## src/rtl/core/lsps_pkg.sv

```systemverilog
// Shared codes and constants of the looping sample position stepper.
package lsps_pkg;

  localparam int unsigned JUMP_INT_BITS = 4;
  localparam int unsigned CFG_IDX_W     = 2;

  typedef enum logic [CFG_IDX_W-1:0] {
    REG_END_MODE   = 2'd0,
    REG_LOOP_START = 2'd1,
    REG_LOOP_END   = 2'd2
  } cfg_reg_e;

  typedef enum logic {
    CMD_ADVANCE = 1'b0,
    CMD_LOAD    = 1'b1
  } cmd_e;

  typedef enum logic {
    END_WRAP     = 1'b0,
    END_SATURATE = 1'b1
  } end_mode_e;

endpackage

```

## src/rtl/core/lsps_step.sv

```systemverilog
// Next-position datapath: advance, wrap or clamp, load, and interpolation weights.
module lsps_step #(
  parameter int unsigned INT_BITS  = 24,
  parameter int unsigned FRAC_BITS = 16,
  localparam int unsigned POS_BITS = INT_BITS + FRAC_BITS,
  localparam int unsigned JUMP_W   = lsps_pkg::JUMP_INT_BITS + FRAC_BITS
) (
  input  lsps_pkg::cmd_e      cmd_i,
  input  logic [JUMP_W-1:0]   jump_i,
  input  logic [POS_BITS-1:0] new_pos_i,
  input  logic [POS_BITS-1:0] pos_i,
  input  lsps_pkg::end_mode_e end_mode_i,
  input  logic [POS_BITS-1:0] loop_start_i,
  input  logic [POS_BITS-1:0] loop_end_i,
  output logic [POS_BITS-1:0] pos_o,
  output logic [FRAC_BITS:0]  left_o,
  output logic [FRAC_BITS-1:0] right_o
);
  import lsps_pkg::*;

  logic [POS_BITS:0]   sum;
  logic [POS_BITS+1:0] wrapped;
  logic [POS_BITS-1:0] clamp;
  logic [POS_BITS-1:0] adv;
  logic                in_range;

  always_comb begin
    sum      = {1'b0, pos_i} + (POS_BITS + 1)'(jump_i);
    in_range = sum < {1'b0, loop_end_i};
    clamp    = (loop_end_i == '0) ? '0 : loop_end_i - POS_BITS'(1);
    wrapped  = {1'b0, sum} + (POS_BITS + 2)'(loop_start_i) - (POS_BITS + 2)'(loop_end_i);
    if (in_range) begin
      adv = sum[POS_BITS-1:0];
    end else if (end_mode_i == END_SATURATE) begin
      adv = clamp;
    end else if (wrapped[POS_BITS+1:POS_BITS] != 2'b00) begin
      adv = '1;
    end else begin
      adv = wrapped[POS_BITS-1:0];
    end
    unique case (cmd_i)
      CMD_LOAD:    pos_o = new_pos_i;
      CMD_ADVANCE: pos_o = adv;
      default:     pos_o = adv;
    endcase
    right_o = pos_o[FRAC_BITS-1:0];
    left_o  = {1'b1, {FRAC_BITS{1'b0}}} - {1'b0, pos_o[FRAC_BITS-1:0]};
  end

endmodule

```

## src/rtl/core/looping_sample_position_stepper.sv

```systemverilog
// Top level of the looping sample position stepper: config, input and result registers.
//
//  channel   | dir | handshake                     | payload
//  ----------+-----+-------------------------------+----------------------------------------
//  s_axis    | in  | s_axis_tvalid / s_axis_tready | tdata: jump, new_position; tuser: cmd
//  m_axis    | out | m_axis_tvalid / m_axis_tready | tdata: sample_index, left/right, position
//  cfg       | in  | cfg_we_i (no ready)           | cfg_index_i, cfg_wdata_i
//
// One item per cycle unless m_axis stalls; items pass input, then result register.
// The position register is updated in the same cycle the item moves into the result
// register, so the next item always sees it: one adder, compare and wrap add per cycle.
// Reset clears the position to zero, loop start to zero and loop end to all ones.
// A stalled result holds in place; the input register still takes one more item.
module looping_sample_position_stepper #(
  parameter int unsigned INT_BITS  = 24,
  parameter int unsigned FRAC_BITS = 16,
  localparam int unsigned POS_BITS    = INT_BITS + FRAC_BITS,
  localparam int unsigned JUMP_W      = lsps_pkg::JUMP_INT_BITS + FRAC_BITS,
  localparam int unsigned IN_W        = JUMP_W + POS_BITS,
  localparam int unsigned IN_TDATA_W  = ((IN_W + 7) / 8) * 8,
  localparam int unsigned OUT_W       = INT_BITS + 2 * FRAC_BITS + 1 + POS_BITS,
  localparam int unsigned OUT_TDATA_W = ((OUT_W + 7) / 8) * 8
) (
  input  logic                          clk_i,
  input  logic                          rst_ni,
  input  logic                          s_axis_tvalid,
  output logic                          s_axis_tready,
  input  logic [IN_TDATA_W-1:0]         s_axis_tdata,  // jump, new_position
  input  logic                          s_axis_tuser,  // cmd
  output logic                          m_axis_tvalid,
  input  logic                          m_axis_tready,
  output logic [OUT_TDATA_W-1:0]        m_axis_tdata,  // sample_index, left_weight,
                                                       // right_weight, position_out
  input  logic                          cfg_we_i,
  input  logic [lsps_pkg::CFG_IDX_W-1:0] cfg_index_i,
  input  logic [POS_BITS-1:0]           cfg_wdata_i
);
  import lsps_pkg::*;

  logic                in_vld_q;
  cmd_e                in_cmd_q;
  logic [JUMP_W-1:0]   in_jump_q;
  logic [POS_BITS-1:0] in_pos_q;
  logic                out_vld_q;
  logic [OUT_W-1:0]    out_q;
  logic [POS_BITS-1:0] pos_q;
  end_mode_e           end_mode_q;
  logic [POS_BITS-1:0] loop_start_q;
  logic [POS_BITS-1:0] loop_end_q;

  logic                 advance;
  logic                 s_xfer;
  logic [POS_BITS-1:0]  pos_d;
  logic [FRAC_BITS:0]   left_d;
  logic [FRAC_BITS-1:0] right_d;

  assign advance       = !out_vld_q || m_axis_tready;
  assign s_axis_tready = !in_vld_q || advance;
  assign s_xfer        = s_axis_tvalid && s_axis_tready;
  assign m_axis_tvalid = out_vld_q;
  assign m_axis_tdata  = OUT_TDATA_W'(out_q);

  always_ff @(posedge clk_i or negedge rst_ni) begin
    if (!rst_ni) begin
      end_mode_q   <= END_WRAP;
      loop_start_q <= '0;
      loop_end_q   <= '1;
    end else if (cfg_we_i) begin
      unique case (cfg_index_i)
        REG_END_MODE:   end_mode_q   <= end_mode_e'(cfg_wdata_i[0]);
        REG_LOOP_START: loop_start_q <= cfg_wdata_i;
        REG_LOOP_END:   loop_end_q   <= cfg_wdata_i;
        default: ;
      endcase
    end
  end

  always_ff @(posedge clk_i or negedge rst_ni) begin
    if (!rst_ni) begin
      in_vld_q  <= 1'b0;
      out_vld_q <= 1'b0;
      pos_q     <= '0;
    end else begin
      if (s_axis_tready) begin
        in_vld_q <= s_axis_tvalid;
      end
      if (advance) begin
        out_vld_q <= in_vld_q;
        if (in_vld_q) begin
          pos_q <= pos_d;
        end
      end
    end
  end

  always_ff @(posedge clk_i) begin
    if (s_xfer) begin
      in_cmd_q  <= cmd_e'(s_axis_tuser);
      in_jump_q <= s_axis_tdata[JUMP_W-1:0];
      in_pos_q  <= s_axis_tdata[IN_W-1:JUMP_W];
    end
    if (advance && in_vld_q) begin
      out_q <= {pos_d, right_d, left_d, pos_d[POS_BITS-1:FRAC_BITS]};
    end
  end

  lsps_step #(
    .INT_BITS (INT_BITS),
    .FRAC_BITS(FRAC_BITS)
  ) u_step (
    .cmd_i       (in_cmd_q),
    .jump_i      (in_jump_q),
    .new_pos_i   (in_pos_q),
    .pos_i       (pos_q),
    .end_mode_i  (end_mode_q),
    .loop_start_i(loop_start_q),
    .loop_end_i  (loop_end_q),
    .pos_o       (pos_d),
    .left_o      (left_d),
    .right_o     (right_d)
  );

endmodule

```

## config.mk

```make
export PLATFORM = sky130hd
export DESIGN_NAME = looping_sample_position_stepper
export DESIGN_NICKNAME = d
export VERILOG_FILES = /design/src/rtl/core/lsps_pkg.sv /design/src/rtl/core/lsps_step.sv /design/src/rtl/core/looping_sample_position_stepper.sv
export SDC_FILE = /design/constraint.sdc
export NUM_CORES = 1
export LEC_CHECK = 0
export BUFFER_PORTS_ARGS = -buffer_cell sky130_fd_sc_hd__buf_4
export CAP_MARGIN = 20
export CELL_PAD_IN_SITES_DETAIL_PLACEMENT = 2
export CELL_PAD_IN_SITES_GLOBAL_PLACEMENT = 2
export CORE_ASPECT_RATIO = 1.75
export CORE_MARGIN = 5
export CORE_UTILIZATION = 30
export DETAILED_ROUTE_END_ITERATION = 10
export PLACE_DENSITY_LB_ADDON = 0.1
export SLEW_MARGIN = 0
export SYNTH_ARGS = -nofsm -noshare
export SYNTH_HDL_FRONTEND = slang
export SYNTH_SLANG_ARGS = --single-unit
```

## constraint.sdc

```tcl
create_clock -name clk_i -period 6.2 [get_ports clk_i]
set_clock_uncertainty 0.05 [all_clocks]
set_input_delay 1.24 -clock clk_i [delete_from_list [all_inputs] [get_ports clk_i]]
set_output_delay 1.24 -clock clk_i [all_outputs]
set_load 0.01 [all_outputs]
```

-- After elaboration in Yosys (flattened, before gate mapping)
Cells that the tools add are included.
- bits in registers: 281
- input port bits: 112
- output and inout port bits: 106
- multiplexer cells: 5
- $add $sub $neg: 5
- reduce and logical (&&, ||, !) cells: 13
- bitwise gates (word level): 1
- equal/unequal tests: 2
- $lt $le $gt $ge: 1
- operator list (operator ; number):
    $mux W40 ; 4
    $pmux W40 S2 ; 1
    $add A41 B40 Y42 ; 1
    $sub A42 B40 Y42 ; 1
    $add A40 B20 Y41 ; 1
    $lt A41 B40 Y1 ; 1
    $logic_not A40 Y1 ; 1
    $sub A40 B1 Y40 const B ; 1
    $sub A17 B16 Y17 const A ; 1
    $reduce_and A2 Y1 ; 4
    $eq A2 B1 Y1 const B ; 1
    $eq A2 B2 Y1 const B ; 1
    $logic_and A1 B1 Y1 ; 2
    $logic_not A1 Y1 ; 2
    $logic_not A2 Y1 ; 1
    $logic_or A1 B1 Y1 ; 2
    $reduce_bool A2 Y1 ; 1
    $not A1 Y1 ; 1

-- Logic depth before layout (Yosys ltp)
Gate-level depths: netlist of the first run.
- word-level depth: 9
- mapped depth: 30

-- By module
Synthesis of the first run repeated with hierarchy kept, for this count alone.
- cell total of the unflattened synthesis: 1576
- area, all modules: 17317.9 sq um
- modules (own cells, without submodules) (module ; cells an instance ; area an instance (sq um) ; instances):
    looping_sample_position_stepper ; 432 ; 9131.3 ; 1
    lsps_step ; 1144 ; 8186.6 ; 1

-- Worst setup path before layout of the first run
Ideal clock, no wire load.
- kind: register -> register
- from: register in_jump_q[0]
- to: register out_q[34], data pin
- stages on the path, launching flop included: 30
- required time: 5878 ps
- path buffers: 0
- setup time: 272 ps
- path slack: -87 ps
- data arrival time: 5965 ps
- cells stage by stage: edfxtp_1 > ha_1 > fa_1 > a211oi_1 > o21ai_2 > and3_4 > a31oi_4 > a21oi_1 > and2_1 > and3_1 > xor2_1 > inv_1 > fa_1 > inv_1 > ha_1 > a21o_1 > a21o_1 > a21oi_1 > a31oi_1 > a211oi_1 > o31a_2 > mux2i_2 > nor2_1 > o221ai_2 > inv_1 > ha_1 > o211ai_1 > nor2_1 > nand2_1 > xor2_1
- word-level cells in the longest chain between the ends: 9
- elaborated cells between the ends (all ways): 10
- ends and longest elaborated chain (what ; RTL line ; text):
    from (decl) ; looping_sample_position_stepper.sv:42 ; logic [JUMP_W-1:0] in_jump_q;
    from (signal assigned) ; looping_sample_position_stepper.sv:99 ; in_jump_q <= s_axis_tdata[JUMP_W-1:0];
    $add A40 B20 Y41 * ; lsps_step.sv:28 ; sum = {1'b0, pos_i} + (POS_BITS + 1)'(jump_i);
    $add A41 B40 Y42 ; lsps_step.sv:31 ; wrapped = {1'b0, sum} + (POS_BITS + 2)'(loop_start_i) - (POS_BITS + 2)'(loop_end_i);
    $sub A42 B40 Y42 ; lsps_step.sv:31 ;
    $reduce_bool A2 Y1 ; lsps_step.sv:36 ; end else if (wrapped[POS_BITS+1:POS_BITS] != 2'b00) begin
    $mux W40 ; lsps_step.sv:36 ;
    $mux W40 ; lsps_step.sv:34 ; end else if (end_mode_i == END_SATURATE) begin
    $mux W40 * ; lsps_step.sv:32 ; if (in_range) begin
    $pmux W40 S2 * ; lsps_step.sv:41 ; unique case (cmd_i)
    via pos_d[1] ; looping_sample_position_stepper.sv:53 ; logic [POS_BITS-1:0] pos_d;
    $sub A17 B16 Y17 * ; lsps_step.sv:47 ; left_o = {1'b1, {FRAC_BITS{1'b0}}} - {1'b0, pos_o[FRAC_BITS-1:0]};
    via left_d[10] ; looping_sample_position_stepper.sv:54 ; logic [FRAC_BITS:0] left_d;
    to (signal assigned) ; looping_sample_position_stepper.sv:103 ; out_q <= {pos_d, right_d, left_d, pos_d[POS_BITS-1:FRAC_BITS]};
    to (decl) ; looping_sample_position_stepper.sv:45 ; logic [OUT_W-1:0] out_q;
Mark *: on every way through the listed nets, which the timed path passes. The rest lies on a longest branch.
A chain may end at the register's enable or synchronous reset.

-- Worst setup path in the final report of the first run
- from: register pos_q[0]
- to: register out_q[37], data pin
- word-level cells in the longest chain between the ends: 9
- elaborated cells between the ends (all ways): 10
- ends and longest elaborated chain (what ; RTL line ; text):
    from (decl) ; looping_sample_position_stepper.sv:46 ; logic [POS_BITS-1:0] pos_q;
    from (signal assigned) ; looping_sample_position_stepper.sv:90 ; pos_q <= pos_d;
    $add A40 B20 Y41 * ; lsps_step.sv:28 ;
    $add A41 B40 Y42 ; lsps_step.sv:31 ;
    $sub A42 B40 Y42 ; lsps_step.sv:31 ;
    $reduce_bool A2 Y1 ; lsps_step.sv:36 ;
    $mux W40 ; lsps_step.sv:36 ;
    $mux W40 ; lsps_step.sv:34 ;
    $mux W40 * ; lsps_step.sv:32 ;
    $pmux W40 S2 * ; lsps_step.sv:41 ;
    via pos_d[8] ; looping_sample_position_stepper.sv:53 ;
    $sub A17 B16 Y17 * ; lsps_step.sv:47 ;
    via left_d[13] ; looping_sample_position_stepper.sv:54 ;
Marks and branches as above.

==> flow_summary.toml, run 1 <==
[timing]
drv_slew = 0
timing.fmax_ghz = 0.149
worstMarginPinSlew_ps = 962
slew_headroom_pct = 35.9
rsz0062_at_grt = "true"
setup_violations = 63
fin_crit_ps = 6690
finalHoldViolCount = 0
setup_ws_ps = -489
period_share_pct = 108

[detailed_routing]
vias = 15201
viasPerCell = 5.21
drt_iter0_markers = 407
remaining_drc_errors = 0
wl_um = 75700
wire_per_inst_um = 25.9
drtPass1Iterations = 6
final_antenna_net_count = 0

[placement]
dpl.hpwl_um = 60700
dp_cells = 2831
gp_congestion = 0.896
dp_slack_ps = -1300
io_buffer_count = 206

[worst_setup_path]
critPathKind = "reg -> reg"
r2r_slack_ps = -490
cp-start-kind = "flip-flop"
worst-path-max-fanout = 6
crit_slowest_cell = "fa_1"
r2r_cells = 28
critical_path.startpoint = "pos_q[0]"
crit_arrival_ps = 6980
worst_path_largest_cell_delay_ps = 490
critPathRequiredTime_ps = 6490
path_common_cell = "buf_4"
timing.rr.start = "pos_q[0]"
reg2reg_to = "out_q[37]"
cp-end-kind = "flip-flop"

[clock_tree]
tritoncts = "yes"
htree_levels = 1
path_clk_slew_ps = 60
root_buffer = "clkbuf_16"
clock_latency_ps = 620
cts_buffer_depth = 3
clock-sinks = 240
cts_made_buffers = 27

[final_layout]
syn_to_final_growth_pct = 43.1
instances_no_fill = 2919
diodes = 0
fillers = 5955
layout.nets = 2452
final_layout_size_suffix_gt1_share_pct = 46.0

[grt]
grt_max_degree = 73
grt_usage_pct = 24.0
overflow = 0
antenna_found_initial = 1
grt_pass1_wl_um = 110000
first_global_vias = 17749

[floorplanning]
io_pins = 218
die_area_mm2 = 0.0613
die_w_um = 189
fp.dieH_um = 324
rows = 115
core_area_mm2 = 0.0560
initial_core_util_pct = 30.2

[job]
cap_violations = 0

[hold_path]
worstHoldEndpoint = "pos_q[2]"
hp-class = "reg -> reg"
hold_depth = 2
min_from = "pos_q[2]"

[synth]
synth-main-ff-cell = "edfxtp_1"
yosys-top-cells-area = "edfxtp_1 (21%), dfrtp_1 (12%), ha_1 (7.6%)"
async_flop_share_pct = 51.2
syn_avg_cell_area_um2 = 10.2
yosys_warnings = 0
netlist.area_leader.share_pct = 20.8
syn_inst = 1654
syn-cell-area_mm2 = 0.0169
yosysUniqueCellTypes = 97
synth_seq_area_share_pct = 39.3
synth_enable_flop_cells = 117
synth_top_area_cell = "edfxtp_1"
synth-seq-cells = 240

[status]
status = "complete, but fails checks"
violations = "negative setup slack"
-- worst max-delay path, delay by kind of cell (launching register included) --
kind | cells | cell delay (ps)
adders and majority gates | 4 | 1380
xor gates and xnor gates | 2 | 470
DFF | 1 | 380
muxes | 1 | 200
and+or+nand+nor | 7 | 1280
buffers and inverters | 7 | 1040
AOI/OAI and AO/OA | 7 | 1640
-- state kept, by name (all words and copies together) (netlist names) --
register	flops
in_jump_q	20
in_pos_q	40
loop_start_q	40
in_vld_q	1
pos_q	40
out_q	56
m_axis_tvalid	1
in_cmd_q	1
loop_end_q	40
end_mode_q	1
-- worst max path at each step --
| stage | cells past startpoint | endpoint | slack (ps) |
|---|---|---|---|
| floorplan | 25 | out_q[37] | -7 |
| global placement | 31 | out_q[39] | -1030 |
| detailed placement | 31 | out_q[37] | -1300 |
| CTS | 32 | out_q[37] | -390 |
| global route | 32 | out_q[37] | -720 |
| finish | 28 | out_q[37] | -490 |
-- placed cells by master (no fill, tap or decap), drive strengths merged, types with 17 or more instances in the layout --
master / n
inv: 124
mux2: 101
nor4: 17
a21o: 30
o21ai: 98
nand4: 23
nand3: 28
buf: 619
fa: 41
and3: 21
nor3: 48
dfstp: 40
nor2: 81
a211oi: 23
xnor2: 86
ha: 103
clkbuf: 37
dfrtp: 83
a21oi: 103
xor2: 36
edfxtp: 117
a31oi: 21
nand2: 136
-- final cells by class --
class                      count  area [um^2]  share of cell area [%]
clock inverter                13          159                   0.658
timing repair buffer         619         4860                    20.1
clock buffer                  37          733                    3.03
multi-input combinational   1184        10400                    43.1
sequential                   240         6640                    27.5
inverter                     124          467                    1.93
tap                          702          878                    3.64
-- stage by stage --
step           utilization [%]  hold WS [ps]  setup TNS [ps]  instance area [um^2]
6_report                  43.2           442          -12820                 24200
3_3_place_gp              38.4           418          -53000                 21500
3_5_place_dp              38.4           429          -70680                 21500
5_1_grt                   43.2           469          -28320                 24200
2_1_floorplan                -           400           -6.68                 16900
4_1_cts                   41.9           445          -12690                 23400
-- cell usage after synthesis, types with 4 or more instances --
cell	instances
a211oi_1	23
a21o_1	30
a21oi_1	101
a31oi_1	20
and2_1	7
and3_1	20
and4_1	5
buf_1	11
buf_2	8
buf_4	54
buf_6	5
clkbuf_1	28
clkbuf_8	4
dfrtp_1	83
dfstp_2	40
edfxtp_1	117
fa_1	41
ha_1	103
inv_1	122
mux2_2	100
mux2i_1	4
nand2_1	135
nand2b_1	13
nand3_1	27
nand3b_1	5
nand4_1	23
nor2_1	80
nor2b_1	6
nor3_1	46
nor4_1	12
o211a_1	6
o211ai_1	14
o21a_1	7
o21ai_0	93
o21bai_1	15
o221ai_1	8
o22ai_1	11
o31ai_1	16
or3_1	6
xnor2_1	86
xor2_1	36
-- cell families after synthesis --
kind of cell             share of synthesized area [%]
other                                           0.0222
flip-flops                                        39.3
XOR/XNOR                                          6.33
AND/OR/NAND/NOR                                   12.3
AO/OA/AOI/OAI                                     15.3
buffers and inverters                             7.00
adder cells (fa/ha/maj)                           12.5
multiplexers                                      7.21
-- metal layers --
| metal | up-vias | global-route usage [%] | wire length, um |
|---|---|---|---|
| met5 | - | 0 | 0 |
| met4 | 0 | 15.3 | 5850 |
| met3 | 172 | 2.08 | 1810 |
| met2 | 317 | 50.0 | 44300 |
| met1 | 7743 | 21.7 | 23700 |
| li1 | 6969 | - | - |
-- what timing repair did --
item,in CTS,in global routing
gates resized for setup,181,139
hold buffers,0,0
setup buffers,31,20
pin swaps,76,71
setup endpoints to repair,96,91
gates cloned,0,0
Power of run 1 is not shown: default switching activity piles up to over one toggle a cycle in this logic, so the estimate is an artifact.
==> run 2, diff against run 1 <==
--- a/config.mk
+++ b/config.mk
@@ -15,4 +15,5 @@
 export DETAILED_ROUTE_END_ITERATION = 10
 export PLACE_DENSITY_LB_ADDON = 0.1
+export REMOVE_ABC_BUFFERS = 1
 export SLEW_MARGIN = 0
 export SYNTH_ARGS = -nofsm -noshare
==> constraint.sdc (replaced) <==
create_clock -name clk_i -period 6.2 [get_ports clk_i]
set_clock_uncertainty 0.05 [all_clocks]
set_input_delay 0.93 -clock clk_i [delete_from_list [all_inputs] [get_ports clk_i]]
set_output_delay 0.93 -clock clk_i [all_outputs]
set_load 0.01 [all_outputs]
==> flow_summary.toml, run 2 (synthesis gave the netlist of run 1 again) <==
[worst_setup_path]
crit_arrival_ps = 6740
path_common_cell = "buf_4"
cp-end-kind = "flip-flop"
reg2reg_to = "out_q[37]"
r2r_slack_ps = -240
cp-start-kind = "flip-flop"
critPathRequiredTime_ps = 6500
critical_path.startpoint = "in_jump_q[0]"
critPathKind = "reg -> reg"
crit_end = "out_q[37]"
worst-path-max-fanout = 8
worst_path_largest_cell_delay_ps = 500
crit_slowest_cell = "fa_1"
timing.rr.start = "in_jump_q[0]"
r2r_cells = 31

[final_layout]
layout.nets = 2444
largest_reg_flops = 56
syn_to_final_growth_pct = 43.1
final_util_pct = 43.2
final_cell_mix = "buf_4 (580), nand2_1 (126), edfxtp_1 (117), inv_1 (112), ha_1 (89)"
design_area_mm2 = 0.0242
final_layout_size_suffix_gt1_share_pct = 47.0
largest-register = "out_q"
fillers = 5948
instances_no_fill = 2913
final_common_cell = "buf_4"

[clock_tree]
cts_buffer_depth = 3
clock_latency_ps = 610
tritoncts = "yes"
cts_made_buffers = 28
ctsHoldBuffers = 0
root_buffer = "clkbuf_16"
path_clk_slew_ps = 70
clock-sinks = 240
htree_levels = 1

[detailed_routing]
drtPass1Iterations = 4
wl_um = 74000
vias = 15147
viasPerCell = 5.20
final_antenna_net_count = 0
wire_per_inst_um = 25.4
remaining_drc_errors = 0
drt_iter0_markers = 503

[grt]
first_global_vias = 17719
grt_max_degree = 81
antenna_found_initial = 1
grt_pass1_wl_um = 107000
grt_usage_pct = 23.1
overflow = 0

[timing]
timing.fmax_ghz = 0.155
rsz0062_at_grt = "true"
slew_headroom_pct = 24.8
setup_violations = 38
drv_slew = 0
period_share_pct = 104
tns_ps = -4370
finalHoldViolCount = 0
worstMarginPinSlew_ps = 1120
fin_crit_ps = 6440
setup_ws_ps = -242

[floorplanning]
core_area_mm2 = 0.0560
die_w_um = 189
initial_core_util_pct = 30.2
fp.dieH_um = 324
die_area_mm2 = 0.0613
rows = 115
io_pins = 218

[placement]
place_area_mm2 = 0.0214
gp_congestion = 0.879
io_buffer_count = 206
dp_cells = 2818
dpl.hpwl_um = 58700

[status]
violations = "negative setup slack"
status = "complete, but fails checks"

[job]
cap_violations = 0

[hold_path]
hp-class = "in -> async"
## run 2: cell count changes in the layout (fill, tap and decap cells not counted), sizes merged
cell	change
buf	-10
clkinvlp	+4
bufbuf	+1
diode	+1
clkinv	+4
clkbuf	-6
## run 2: how the worst min path moves through the flow
| stage | start | endpoint | depth (start not counted) |
|---|---|---|---|
| after global placement | pos_q[11] | pos_q[11] | 2 |
| final | rst_ni | loop_start_q[32] | 1 |
| after detailed placement | pos_q[4] | pos_q[4] | 2 |
| after CTS | rst_ni | loop_start_q[32] | 1 |
| after floorplan | pos_q[13] | pos_q[13] | 2 |
| after global routing | rst_ni | loop_start_q[32] | 1 |
## run 2: what timing repair did
action | 4_1_cts | 5_1_grt
endpoints found under the setup margin | 96 | 82
pin swaps | 56 | 73
resized for setup | 161 | 159
setup buffers | 23 | 24
gates cloned | 1 | 1
## run 2: per-layer routing
metal	GRT usage, %	routed length [um]	up-vias	share of wire, %
met1	20.5	23000	7662	31
li1	-	-	6959	-
met5	0	0	-	0
met3	2.55	2320	165	3.1
met2	48.2	43300	361	58
met4	14.2	5410	0	7.3
## run 2: through the flow
stage          hold WS [ps]  worst slack (ps)
3_3_place_gp            416              -905
6_report                352              -242
2_1_floorplan           400              -673
5_1_grt                 394              -512
3_5_place_dp            420             -1010
4_1_cts                 354              -153
## run 2: worst max-delay path, delay by kind of cell (launching register included)
| kind | cells | cell delay (ps) |
|---|---|---|
| and+or+nand+nor | 6 | 1090 |
| xor gates and xnor gates | 3 | 410 |
| adders and majority gates | 4 | 1340 |
| AOI/OAI and AO/OA | 11 | 1880 |
| DFF | 1 | 420 |
| buffers and inverters | 7 | 960 |
## run 2: layout make-up
type                            instances  area (um^2)  share of cell area, %
Antenna cell                            1         2.50                 0.0104
Clock buffer                           31          722                   2.99
Clock inverter                         21          231                  0.958
Inverter                              124          469                   1.94
Multi-Input combinational cell       1184        10500                   43.4
Sequential cell                       240         6640                   27.5
Tap cell                              702          878                   3.64
Timing Repair Buffer                  610         4730                   19.6
Power of run 2 is left out for the same reason.
